==> src/hw/rtl/pldc_pkg.sv <==
// ----------------------------------------------------------------------------
// pldc_pkg: shared types and constants of the piecewise-linear DAC correction
// Calibration table, per-segment slope data and widths used by the front end,
// the queue and the conversion back end.
// ----------------------------------------------------------------------------
package pldc_pkg;

  // millivolt quantities (input voltage, supply, corrected voltage)
  localparam int unsigned MV_W         = 13;
  localparam int unsigned IN_TDATA_W   = 16;
  localparam int unsigned DAC_BITS_DEF = 12;

  localparam int unsigned TABLE_POINTS = 13;
  localparam int unsigned SEGS         = TABLE_POINTS - 1;
  localparam int unsigned SEG_W        = $clog2(SEGS);

  // widths of the interpolation datapath, set by the table contents
  localparam int unsigned OFF_W       = 7;   // offset inside a segment, below widest dx
  localparam int unsigned DY_W        = 10;  // rise of a segment
  localparam int unsigned PROD_W      = 17;  // offset * rise
  localparam int unsigned QUO_W       = 10;  // interpolated rise
  localparam int unsigned RECIP_SHIFT = 18;
  localparam int unsigned RECIP_W     = 14;
  localparam int unsigned RECIP_ONE   = 1 << RECIP_SHIFT;

  localparam logic [MV_W-1:0] SUPPLY_RESET = 13'd3300;

  typedef logic [MV_W-1:0] mv_t;

  localparam mv_t CAL_X [TABLE_POINTS] = '{
    13'd0,   13'd31,  13'd100, 13'd141, 13'd178, 13'd224, 13'd251,
    13'd281, 13'd316, 13'd354, 13'd398, 13'd446, 13'd562
  };

  localparam mv_t CAL_Y [TABLE_POINTS] = '{
    13'd0,    13'd200,  13'd540,  13'd780,  13'd980,  13'd1220, 13'd1360,
    13'd1500, 13'd1720, 13'd1910, 13'd2080, 13'd2300, 13'd2910
  };

  localparam logic [OFF_W-1:0] SEG_DX [SEGS] = '{
    OFF_W'(CAL_X[1]  - CAL_X[0]),  OFF_W'(CAL_X[2]  - CAL_X[1]),
    OFF_W'(CAL_X[3]  - CAL_X[2]),  OFF_W'(CAL_X[4]  - CAL_X[3]),
    OFF_W'(CAL_X[5]  - CAL_X[4]),  OFF_W'(CAL_X[6]  - CAL_X[5]),
    OFF_W'(CAL_X[7]  - CAL_X[6]),  OFF_W'(CAL_X[8]  - CAL_X[7]),
    OFF_W'(CAL_X[9]  - CAL_X[8]),  OFF_W'(CAL_X[10] - CAL_X[9]),
    OFF_W'(CAL_X[11] - CAL_X[10]), OFF_W'(CAL_X[12] - CAL_X[11])
  };

  localparam logic [DY_W-1:0] SEG_DY [SEGS] = '{
    DY_W'(CAL_Y[1]  - CAL_Y[0]),  DY_W'(CAL_Y[2]  - CAL_Y[1]),
    DY_W'(CAL_Y[3]  - CAL_Y[2]),  DY_W'(CAL_Y[4]  - CAL_Y[3]),
    DY_W'(CAL_Y[5]  - CAL_Y[4]),  DY_W'(CAL_Y[6]  - CAL_Y[5]),
    DY_W'(CAL_Y[7]  - CAL_Y[6]),  DY_W'(CAL_Y[8]  - CAL_Y[7]),
    DY_W'(CAL_Y[9]  - CAL_Y[8]),  DY_W'(CAL_Y[10] - CAL_Y[9]),
    DY_W'(CAL_Y[11] - CAL_Y[10]), DY_W'(CAL_Y[12] - CAL_Y[11])
  };

  // floor(2^RECIP_SHIFT / dx): quotient estimate is exact or one low
  localparam logic [RECIP_W-1:0] SEG_RECIP [SEGS] = '{
    RECIP_W'(RECIP_ONE / (CAL_X[1]  - CAL_X[0])),
    RECIP_W'(RECIP_ONE / (CAL_X[2]  - CAL_X[1])),
    RECIP_W'(RECIP_ONE / (CAL_X[3]  - CAL_X[2])),
    RECIP_W'(RECIP_ONE / (CAL_X[4]  - CAL_X[3])),
    RECIP_W'(RECIP_ONE / (CAL_X[5]  - CAL_X[4])),
    RECIP_W'(RECIP_ONE / (CAL_X[6]  - CAL_X[5])),
    RECIP_W'(RECIP_ONE / (CAL_X[7]  - CAL_X[6])),
    RECIP_W'(RECIP_ONE / (CAL_X[8]  - CAL_X[7])),
    RECIP_W'(RECIP_ONE / (CAL_X[9]  - CAL_X[8])),
    RECIP_W'(RECIP_ONE / (CAL_X[10] - CAL_X[9])),
    RECIP_W'(RECIP_ONE / (CAL_X[11] - CAL_X[10])),
    RECIP_W'(RECIP_ONE / (CAL_X[12] - CAL_X[11]))
  };

  localparam int unsigned QDEPTH = 4;
  localparam int unsigned QPTR_W = $clog2(QDEPTH);
  localparam int unsigned QCNT_W = $clog2(QDEPTH + 1);

  // one corrected request waiting for conversion
  typedef struct packed {
    mv_t  corrected;
    logic hit;
  } qent_t;

endpackage

==> src/hw/rtl/pldc_front.sv <==
// ----------------------------------------------------------------------------
// pldc_front: segment search and linear interpolation
// Accepts requests, finds the calibration segment and interpolates the
// corrected voltage in a four-stage pipeline that stalls only on a full queue.
// ----------------------------------------------------------------------------
module pldc_front (
  input  logic                 clk,
  input  logic                 rst_n,
  input  pldc_pkg::mv_t        supply,
  input  logic                 req_valid,
  output logic                 req_ready,
  input  pldc_pkg::mv_t        req_voltage,
  output logic                 push,
  output pldc_pkg::qent_t      push_data,
  input  logic                 q_full
);
  import pldc_pkg::*;

  logic [3:0]             vld_r;
  logic                   adv;

  logic [SEG_W-1:0]       seg_c;
  logic                   hit_c;
  logic [OFF_W-1:0]       off_c;

  logic [SEG_W-1:0]       s1_seg_r, s2_seg_r, s3_seg_r, s4_seg_r;
  logic                   s1_hit_r, s2_hit_r, s3_hit_r, s4_hit_r;
  logic [OFF_W-1:0]       s1_off_r;
  logic [PROD_W-1:0]      s2_prod_r, s3_prod_r, s4_prod_r;
  logic [QUO_W-1:0]       s3_quo_r, s4_quo_r;
  logic [PROD_W-1:0]      s4_qdx_r;

  logic [PROD_W+RECIP_W-1:0] est_full;
  logic [PROD_W-1:0]         rem_c;
  logic                      inc_c;
  mv_t                       interp_c;

  // hold every stage while the last one cannot hand over
  assign adv       = !(vld_r[3] && q_full);
  assign req_ready = adv;
  assign push      = vld_r[3] && !q_full;

  always_comb begin
    seg_c = '0;
    for (int i = 1; i < SEGS; i++) begin
      if (req_voltage >= CAL_X[i]) begin
        seg_c = SEG_W'(i);
      end
    end
    hit_c = req_voltage < CAL_X[TABLE_POINTS-1];
    off_c = OFF_W'(req_voltage - CAL_X[seg_c]);
  end

  assign est_full = s2_prod_r * SEG_RECIP[s2_seg_r];

  always_comb begin
    rem_c    = s4_prod_r - s4_qdx_r;
    inc_c    = rem_c >= PROD_W'(SEG_DX[s4_seg_r]);
    interp_c = CAL_Y[s4_seg_r] + MV_W'(s4_quo_r) + MV_W'(inc_c);
    push_data.corrected = s4_hit_r ? interp_c : supply;
    push_data.hit       = s4_hit_r;
  end

  always_ff @(posedge clk) begin
    if (!rst_n) begin
      vld_r <= '0;
    end else if (adv) begin
      vld_r <= {vld_r[2:0], req_valid};
    end
  end

  always_ff @(posedge clk) begin
    if (adv) begin
      s1_seg_r  <= seg_c;
      s1_hit_r  <= hit_c;
      s1_off_r  <= off_c;

      s2_seg_r  <= s1_seg_r;
      s2_hit_r  <= s1_hit_r;
      s2_prod_r <= PROD_W'(s1_off_r) * PROD_W'(SEG_DY[s1_seg_r]);

      s3_seg_r  <= s2_seg_r;
      s3_hit_r  <= s2_hit_r;
      s3_prod_r <= s2_prod_r;
      s3_quo_r  <= QUO_W'(est_full >> RECIP_SHIFT);

      s4_seg_r  <= s3_seg_r;
      s4_hit_r  <= s3_hit_r;
      s4_prod_r <= s3_prod_r;
      s4_quo_r  <= s3_quo_r;
      s4_qdx_r  <= PROD_W'(s3_quo_r) * PROD_W'(SEG_DX[s3_seg_r]);
    end
  end

endmodule

==> src/hw/rtl/pldc_queue.sv <==
// ----------------------------------------------------------------------------
// pldc_queue: short queue between interpolation and conversion
// Small register queue that lets the front end and the back end stall apart.
// ----------------------------------------------------------------------------
module pldc_queue (
  input  logic              clk,
  input  logic              rst_n,
  input  logic              push,
  input  pldc_pkg::qent_t   push_data,
  output logic              full,
  input  logic              pop,
  output pldc_pkg::qent_t   pop_data,
  output logic              empty
);
  import pldc_pkg::*;

  qent_t               mem_r [QDEPTH];
  logic [QPTR_W-1:0]   wr_ptr_r, rd_ptr_r;
  logic [QCNT_W-1:0]   count_r;

  assign full     = count_r == QCNT_W'(QDEPTH);
  assign empty    = count_r == '0;
  assign pop_data = mem_r[rd_ptr_r];

  always_ff @(posedge clk) begin
    if (!rst_n) begin
      wr_ptr_r <= '0;
      rd_ptr_r <= '0;
      count_r  <= '0;
    end else begin
      if (push) begin
        wr_ptr_r <= wr_ptr_r + 1'b1;
      end
      if (pop) begin
        rd_ptr_r <= rd_ptr_r + 1'b1;
      end
      if (push && !pop) begin
        count_r <= count_r + 1'b1;
      end else if (pop && !push) begin
        count_r <= count_r - 1'b1;
      end
    end
  end

  always_ff @(posedge clk) begin
    if (push) begin
      mem_r[wr_ptr_r] <= push_data;
    end
  end

  a_no_push_full: assert property (@(posedge clk) disable iff (!rst_n) push |-> !full)
    else $error("push into full queue");
  a_no_pop_empty: assert property (@(posedge clk) disable iff (!rst_n) pop |-> !empty)
    else $error("pop from empty queue");
  a_count_range: assert property (@(posedge clk) disable iff (!rst_n)
    count_r <= QCNT_W'(QDEPTH))
    else $error("queue count out of range");

endmodule

==> src/hw/rtl/pldc_back.sv <==
// ----------------------------------------------------------------------------
// pldc_back: voltage to DAC code conversion
// Pipelined restoring divider, one quotient bit per stage, computing
// floor(corrected * (2^DAC_BITS-1) / supply) with saturation at full scale.
// ----------------------------------------------------------------------------
module pldc_back #(
  parameter int unsigned DAC_BITS = pldc_pkg::DAC_BITS_DEF
) (
  input  logic                 clk,
  input  logic                 rst_n,
  input  pldc_pkg::mv_t        supply,
  input  logic                 q_empty,
  output logic                 pop,
  input  pldc_pkg::qent_t      pop_data,
  output logic                 res_valid,
  input  logic                 res_ready,
  output logic [DAC_BITS-1:0]  res_code,
  output logic                 res_hit
);
  import pldc_pkg::*;

  localparam int unsigned NUM_W = MV_W + DAC_BITS;

  logic [DAC_BITS:0]     vld_r;
  logic                  adv;
  mv_t                   rem_r [DAC_BITS+1];
  logic [DAC_BITS-1:0]   nlo_r [DAC_BITS+1];
  logic [DAC_BITS-1:0]   quo_r [DAC_BITS+1];
  logic [DAC_BITS:0]     sat_r;
  logic [DAC_BITS:0]     hit_r;
  logic [NUM_W-1:0]      num_c;

  assign adv = !vld_r[DAC_BITS] || res_ready;
  assign pop = adv && !q_empty;

  // corrected * (2^DAC_BITS - 1) as shift and subtract
  assign num_c = {pop_data.corrected, DAC_BITS'(0)} - NUM_W'(pop_data.corrected);

  always_ff @(posedge clk) begin
    if (!rst_n) begin
      vld_r <= '0;
    end else if (adv) begin
      vld_r <= {vld_r[DAC_BITS-1:0], pop};
    end
  end

  always_ff @(posedge clk) begin
    if (adv) begin
      rem_r[0] <= num_c[NUM_W-1:DAC_BITS];
      nlo_r[0] <= num_c[DAC_BITS-1:0];
      quo_r[0] <= '0;
      sat_r[0] <= pop_data.corrected >= supply;
      hit_r[0] <= pop_data.hit;
    end
  end

  for (genvar k = 1; k <= DAC_BITS; k++) begin : g_div
    logic [MV_W:0] trial;
    logic          ge;

    assign trial = {rem_r[k-1], nlo_r[k-1][DAC_BITS-1]};
    assign ge    = trial >= {1'b0, supply};

    always_ff @(posedge clk) begin
      if (adv) begin
        rem_r[k] <= ge ? MV_W'(trial - {1'b0, supply}) : trial[MV_W-1:0];
        nlo_r[k] <= {nlo_r[k-1][DAC_BITS-2:0], 1'b0};
        quo_r[k] <= {quo_r[k-1][DAC_BITS-2:0], ge};
        sat_r[k] <= sat_r[k-1];
        hit_r[k] <= hit_r[k-1];
      end
    end
  end

  assign res_valid = vld_r[DAC_BITS];
  assign res_code  = sat_r[DAC_BITS] ? '1 : quo_r[DAC_BITS];
  assign res_hit   = hit_r[DAC_BITS];

  a_hold_on_stall: assert property (@(posedge clk) disable iff (!rst_n)
    (res_valid && !res_ready) |-> !pop)
    else $error("request taken from queue while output stalled");
  a_miss_full_scale: assert property (@(posedge clk) disable iff (!rst_n)
    (res_valid && !res_hit) |-> (res_code == '1))
    else $error("out-of-table request not at full scale");

endmodule

==> src/hw/rtl/piecewise_linear_dac_correction.sv <==
// ----------------------------------------------------------------------------
// piecewise_linear_dac_correction: calibrated voltage to DAC code
// Top level: supply register, interpolation front end, queue, divider back end.
// ----------------------------------------------------------------------------
// Usage:
//   in_*   : one request per handshake, in_tdata[12:0] = voltage in mV.
//   out_*  : one result per request, in order. out_tdata holds the DAC code,
//            out_tuser is set when the voltage fell inside the calibration table.
//   cfg_*  : cfg_wr_en writes cfg_wr_data into the supply register (mV), used
//            for the out-of-table value and as the conversion divisor. Write
//            only while no request is in flight.
// Path from accept to out_tvalid: four interpolation stages, one queue stage,
//   one divider load stage and one restoring-divider stage per code bit.
// Throughput: one request per cycle without output stalls; divider fully pipelined.
// Reset: pipelines and queue empty, supply register back to 3300 mV.
// Stall: a stalled output freezes the divider pipeline; the queue absorbs
//   up to four requests before the front end drops in_tready.
// ----------------------------------------------------------------------------
module piecewise_linear_dac_correction #(
  parameter int unsigned DAC_BITS = pldc_pkg::DAC_BITS_DEF
) (
  input  logic                                clk,
  input  logic                                rst_n,
  input  logic                                in_tvalid,
  output logic                                in_tready,
  input  logic [pldc_pkg::IN_TDATA_W-1:0]     in_tdata,   // [12:0] voltage_mv
  output logic                                out_tvalid,
  input  logic                                out_tready,
  output logic [((DAC_BITS+7)/8)*8-1:0]       out_tdata,  // [DAC_BITS-1:0] dac_code
  output logic                                out_tuser,  // [0] in_table
  input  logic                                cfg_wr_en,
  input  logic [pldc_pkg::MV_W-1:0]           cfg_wr_data // [12:0] supply_millivolts
);
  import pldc_pkg::*;

  localparam int unsigned OUT_TDATA_W = ((DAC_BITS + 7) / 8) * 8;

  mv_t                  supply_r;
  logic                 push, q_full, q_empty, pop;
  qent_t                push_data, pop_data;
  logic [DAC_BITS-1:0]  res_code;

  always_ff @(posedge clk) begin
    if (!rst_n) begin
      supply_r <= SUPPLY_RESET;
    end else if (cfg_wr_en) begin
      supply_r <= cfg_wr_data;
    end
  end

  pldc_front u_front (
    .clk         (clk),
    .rst_n       (rst_n),
    .supply      (supply_r),
    .req_valid   (in_tvalid),
    .req_ready   (in_tready),
    .req_voltage (in_tdata[MV_W-1:0]),
    .push        (push),
    .push_data   (push_data),
    .q_full      (q_full)
  );

  pldc_queue u_queue (
    .clk       (clk),
    .rst_n     (rst_n),
    .push      (push),
    .push_data (push_data),
    .full      (q_full),
    .pop       (pop),
    .pop_data  (pop_data),
    .empty     (q_empty)
  );

  pldc_back #(
    .DAC_BITS (DAC_BITS)
  ) u_back (
    .clk       (clk),
    .rst_n     (rst_n),
    .supply    (supply_r),
    .q_empty   (q_empty),
    .pop       (pop),
    .pop_data  (pop_data),
    .res_valid (out_tvalid),
    .res_ready (out_tready),
    .res_code  (res_code),
    .res_hit   (out_tuser)
  );

  assign out_tdata = OUT_TDATA_W'(res_code);

endmodule
==> config.mk <==
export PLATFORM = sky130hd
export DESIGN_NAME = piecewise_linear_dac_correction
export DESIGN_NICKNAME = d
export VERILOG_FILES = /design/src/hw/rtl/pldc_pkg.sv /design/src/hw/rtl/pldc_front.sv /design/src/hw/rtl/pldc_queue.sv /design/src/hw/rtl/pldc_back.sv /design/src/hw/rtl/piecewise_linear_dac_correction.sv
export SDC_FILE = /design/constraint.sdc
export NUM_CORES = 2
export LEC_CHECK = 0
export BUFFER_PORTS_ARGS = -buffer_cell sky130_fd_sc_hd__buf_4
export CAP_MARGIN = 20
export CORE_MARGIN = 5
export CORE_UTILIZATION = 35
export CTS_BUF_LIST = sky130_fd_sc_hd__clkbuf_8
export DETAILED_ROUTE_END_ITERATION = 6
export GPL_TIMING_DRIVEN = 0
export PLACE_DENSITY = 0.58
export SETUP_SLACK_MARGIN = 0.2
export SLEW_MARGIN = 40
export SYNTH_ARGS = -nofsm -noshare
export SYNTH_HDL_FRONTEND = slang
export SYNTH_SLANG_ARGS = --single-unit
==> constraint.sdc <==
create_clock -name clk -period 19.6 [get_ports clk]
set_input_delay 2.94 -clock clk [delete_from_list [all_inputs] [get_ports clk]]
set_output_delay 2.94 -clock clk [all_outputs]
set_load 0.02 [all_outputs]
==> summary.txt <==
STA
  • Post-route setup TNS: 0 ns
  • Max-slew headroom: 40.9%
  • Unrepaired setup endpoints after global routing: no
  • Tcrit/Tclk final: 45.0%
  • Hold_ws: 0.392 ns
  • Tightest Pin Transition: 0.886 ns
  • Final Max Tran Viols: 0
  • Worst Skew: 0.0349 ns
  • Fin crit period: 8.82 ns
  • Final hold violation count: 0
  • Final setup fails: 0
  • Max Freq: 113 MHz

Setup path
  • Crit path to: u_front.s3_quo_r[8]$_DFFE_PN_
  • FF-to-FF Start: u_front.s2_seg_r[3]$_DFFE_PN_
  • Reg2Reg Depth: 24
  • Req. time, crit path: 20.06 ns
  • R2R setup slack: 10.78 ns
  • CP most frequent cell: fa_1
  • CP Max Fanout: 10
  • Max stage delay cell, worst path: a21oi_1
  • CP top delay family: adder cells
  • Worst Setup SP: u_front.s2_seg_r[3]$_DFFE_PN_
  • Worst path cell trace: clkbuf_1 > buf_1 > nor3b_1 > a21oi_1 > clkbuf_1 > nand2_1 > fa_1 > inv_1 > fa_1 > fa_1 > fa_1 > fa_1 > inv_1 > fa_1 > inv_1 > ha_1 > a21o_1 > a221oi_1 > o21ai_1 > or3_1 > o221a_2 > o41ai_2 > o21bai_1 > xor2_1
  • Worst Setup End Kind: flop
  • Crit Path Category: flop to flop
  • Critical Path Source Type: flop
  • R2r endpoint: u_front.s3_quo_r[8]$_DFFE_PN_
  • Critical path depth: 24
  • CP max stage delay: 0.60 ns
  • WP buf/inv: 6
  • Critical Path AT: 9.28 ns

Detailed routing
  • Via density: 4.96
  • Detailed Routing Iterations Pass 1: 5
  • Drt initial violations: 1,441
  • Wire per inst: 16.7 microns
  • Routed WL: 87,700 microns
  • DRC Markers: 0
  • Vias: 26,000
  • Antenna Nets Post-Route: 0

Yosys
  • Synthesized flop and latch total: 545
  • Syn Area/Cell: 11.3 sq um
  • Yosys top cell by area: edfxtp_1
  • Seq/Total Area, Yosys: 40.2%
  • Most used DFF post-synth: edfxtp_1
  • Number of synthesized flops with an enable pin: 506
  • Syn Inst Count: 3,521
  • Synth top cells by count: edfxtp_1, ha_1, inv_1, nand2_1, fa_1
  • Async set-or-reset flop fraction in the synthesized netlist: 0%
  • Unique masters post-synth: 85
  • Area contributors post-synth: edfxtp_1, fa_1, ha_1
  • Netlist Area Pre-Place: 39,700 sq um
  • Most common cell in the netlist: edfxtp_1
  • Post-synth top area share: 38.3%
  • Synthesis warning total: 0

Die
  • Row Count: 123
  • Starting Density: 35.3%
  • Die Y-Extent: 347 microns
  • I/O pin count: 53
  • Die ar.: 120,000 sq um
  • Core area: 113,000 sq um
  • Die extent in x: 347 microns

GRT
  • GRT overflow: 0
  • Initial antenna violation count: 1
  • First-pass GRT wire length: 141,000 microns
  • Vias in the first global route: 26,300
  • GRT Total Usage: 14.5%
  • Pin count of the biggest net entering global routing: 66

Clock tree
  • Clock sinks: 545
  • Worst-Skew Late Latency: 0.73 ns
  • Post-CTS setup buffers: 0
  • H-tree depth: 3
  • Clk pin slew, worst setup/hold paths: 0.06 ns
  • Clk buf depth: 3
  • PostCTS Resize Cnt: 0
  • CTS tree: done
  • TritonCTS buffer count: 94
  • CTS Root Cell: clkbuf_8
  • # hold bufs at CTS: 0

Job
  • Max Cap Violations: 0

Layout
  • FILL cells: 11,000
  • P&R area growth vs syn: 10.8%
  • Share of post-route cells with drive strength above 1: 8.38%
  • Post-route cell area: 44,000 sq um
  • Nets: 4,343

Min path
  • Path type of the worst min-delay path: flop to flop

Placement
  • DP Wirelength: 64,300 microns
  • Post-DP Area: 42,200 sq um
  • IO Port Bufs: 42
  • Routability cong.: 0.849

Run status
  • Status: complete, no violations
[sequential cells by signal, indices dropped and copies added (netlist names), 2 cells and up, named ones only]
register           cells
u_back.rem_r         156
u_back.nlo_r          78
u_back.quo_r          78
u_queue.mem_r         56
u_front.s4_qdx_r      17
u_front.s2_prod_r     16
u_front.s3_prod_r     16
u_front.s4_prod_r     16
supply_r              13
u_back.sat_r          13
u_back.vld_r          13
u_back.hit_r          12
u_front.s3_quo_r      10
u_front.s4_quo_r      10
u_front.s1_off_r       7
u_front.s1_seg_r       4
u_front.s2_seg_r       4
u_front.s3_seg_r       4
u_front.s4_seg_r       4
u_front.vld_r          4
u_queue.count_r        3
u_queue.rd_ptr_r       2
u_queue.wr_ptr_r       2
[layer usage]
metal	vias to the layer above	global-route usage, %	share of wire (%)
met1	12700	18.9	44
met3	163	2.02	4.1
met5	-	0	0
met4	0	4.55	3.0
met2	513	25.0	49
li1	12700	-	-
[cells by family after synthesis]
family                   Yosys count  share of synthesized area [%]
other                              1                        0.00944
buffers and inverters            468                           4.59
XOR/XNOR                         197                           4.34
adder cells (fa/ha/maj)          636                           24.8
AO/OA/AOI/OAI                    527                           8.60
multiplexers                     184                           5.49
AND/OR/NAND/NOR                  963                           12.0
flip-flops                       545                           40.2
[final cells by class]
class | instances | area (sq um) | share of cell area (%)
antenna | 2 | 5.00 | 0.0114
buffer | 94 | 423 | 0.961
clock buffer | 96 | 1320 | 3.00
clock inverter | 74 | 493 | 1.12
inverter | 374 | 1410 | 3.21
multi-input combinational | 2511 | 22000 | 49.9
sequential | 545 | 16000 | 36.3
tap | 1500 | 1880 | 4.26
timing repair buffer | 53 | 543 | 1.23
[worst min-delay path by stage]
stage,from,endpoint,slack (ns),cells past startpoint
3_3_place_gp,u_back.nlo_r[1][16]$_DFFE_PP_,u_back.nlo_r[2][5]$_DFFE_PP_,0.40,0
2_1_floorplan,u_back.hit_r[9]$_DFFE_PP_,u_back.hit_r[10]$_DFFE_PP_,0.40,0
4_1_cts,u_back.nlo_r[3][22]$_DFFE_PP_,u_back.nlo_r[4][11]$_DFFE_PP_,0.39,0
6_report,u_back.quo_r[5][4]$_DFFE_PP_,u_back.quo_r[6][5]$_DFFE_PP_,0.39,0
3_5_place_dp,u_back.nlo_r[1][22]$_DFFE_PP_,u_back.nlo_r[2][11]$_DFFE_PP_,0.40,0
5_1_grt,u_back.sat_r[6]$_DFFE_PP_,u_back.sat_r[7]$_DFFE_PP_,0.41,0
[per-stage QoR]
| stage | worst slack (ns) | utilization, % | instances |
|---|---|---|---|
| after floorplan | 6.35 | - | 3524 |
| after global placement | 2.30 | 37.2 | 5066 |
| after CTS | 10.74 | 39.0 | 5247 |
| after global routing | 10.33 | 39.1 | 5248 |
| after detailed placement | 10.77 | 37.4 | 5077 |
| final | 10.78 | 39.1 | 5249 |
[placed cells by master, fill, tap and decap left out, drive strengths merged, types with 6 or more instances in the layout]
| cell | n |
|---|---|
| a211oi | 17 |
| a21boi | 18 |
| a21o | 29 |
| a21oi | 184 |
| a31oi | 14 |
| a41oi | 13 |
| and2 | 162 |
| and3 | 15 |
| buf | 78 |
| clkbuf | 165 |
| clkinv | 29 |
| dfxtp | 39 |
| edfxtp | 506 |
| fa | 250 |
| ha | 386 |
| inv | 412 |
| mux2 | 122 |
| mux2i | 48 |
| mux4 | 14 |
| nand2 | 334 |
| nand2b | 29 |
| nand3 | 45 |
| nand4 | 34 |
| nor2 | 130 |
| nor2b | 62 |
| nor3 | 72 |
| nor4 | 6 |
| o211ai | 19 |
| o21a | 41 |
| o21ai | 96 |
| o21bai | 8 |
| o31a | 19 |
| o31ai | 14 |
| o32ai | 10 |
| o41ai | 11 |
| or2 | 29 |
| or3 | 34 |
| xnor2 | 153 |
| xor2 | 44 |
Power is left out: the tool's default activity adds up to more than one toggle a clock period on the data nets, which glitch-free logic cannot reach.
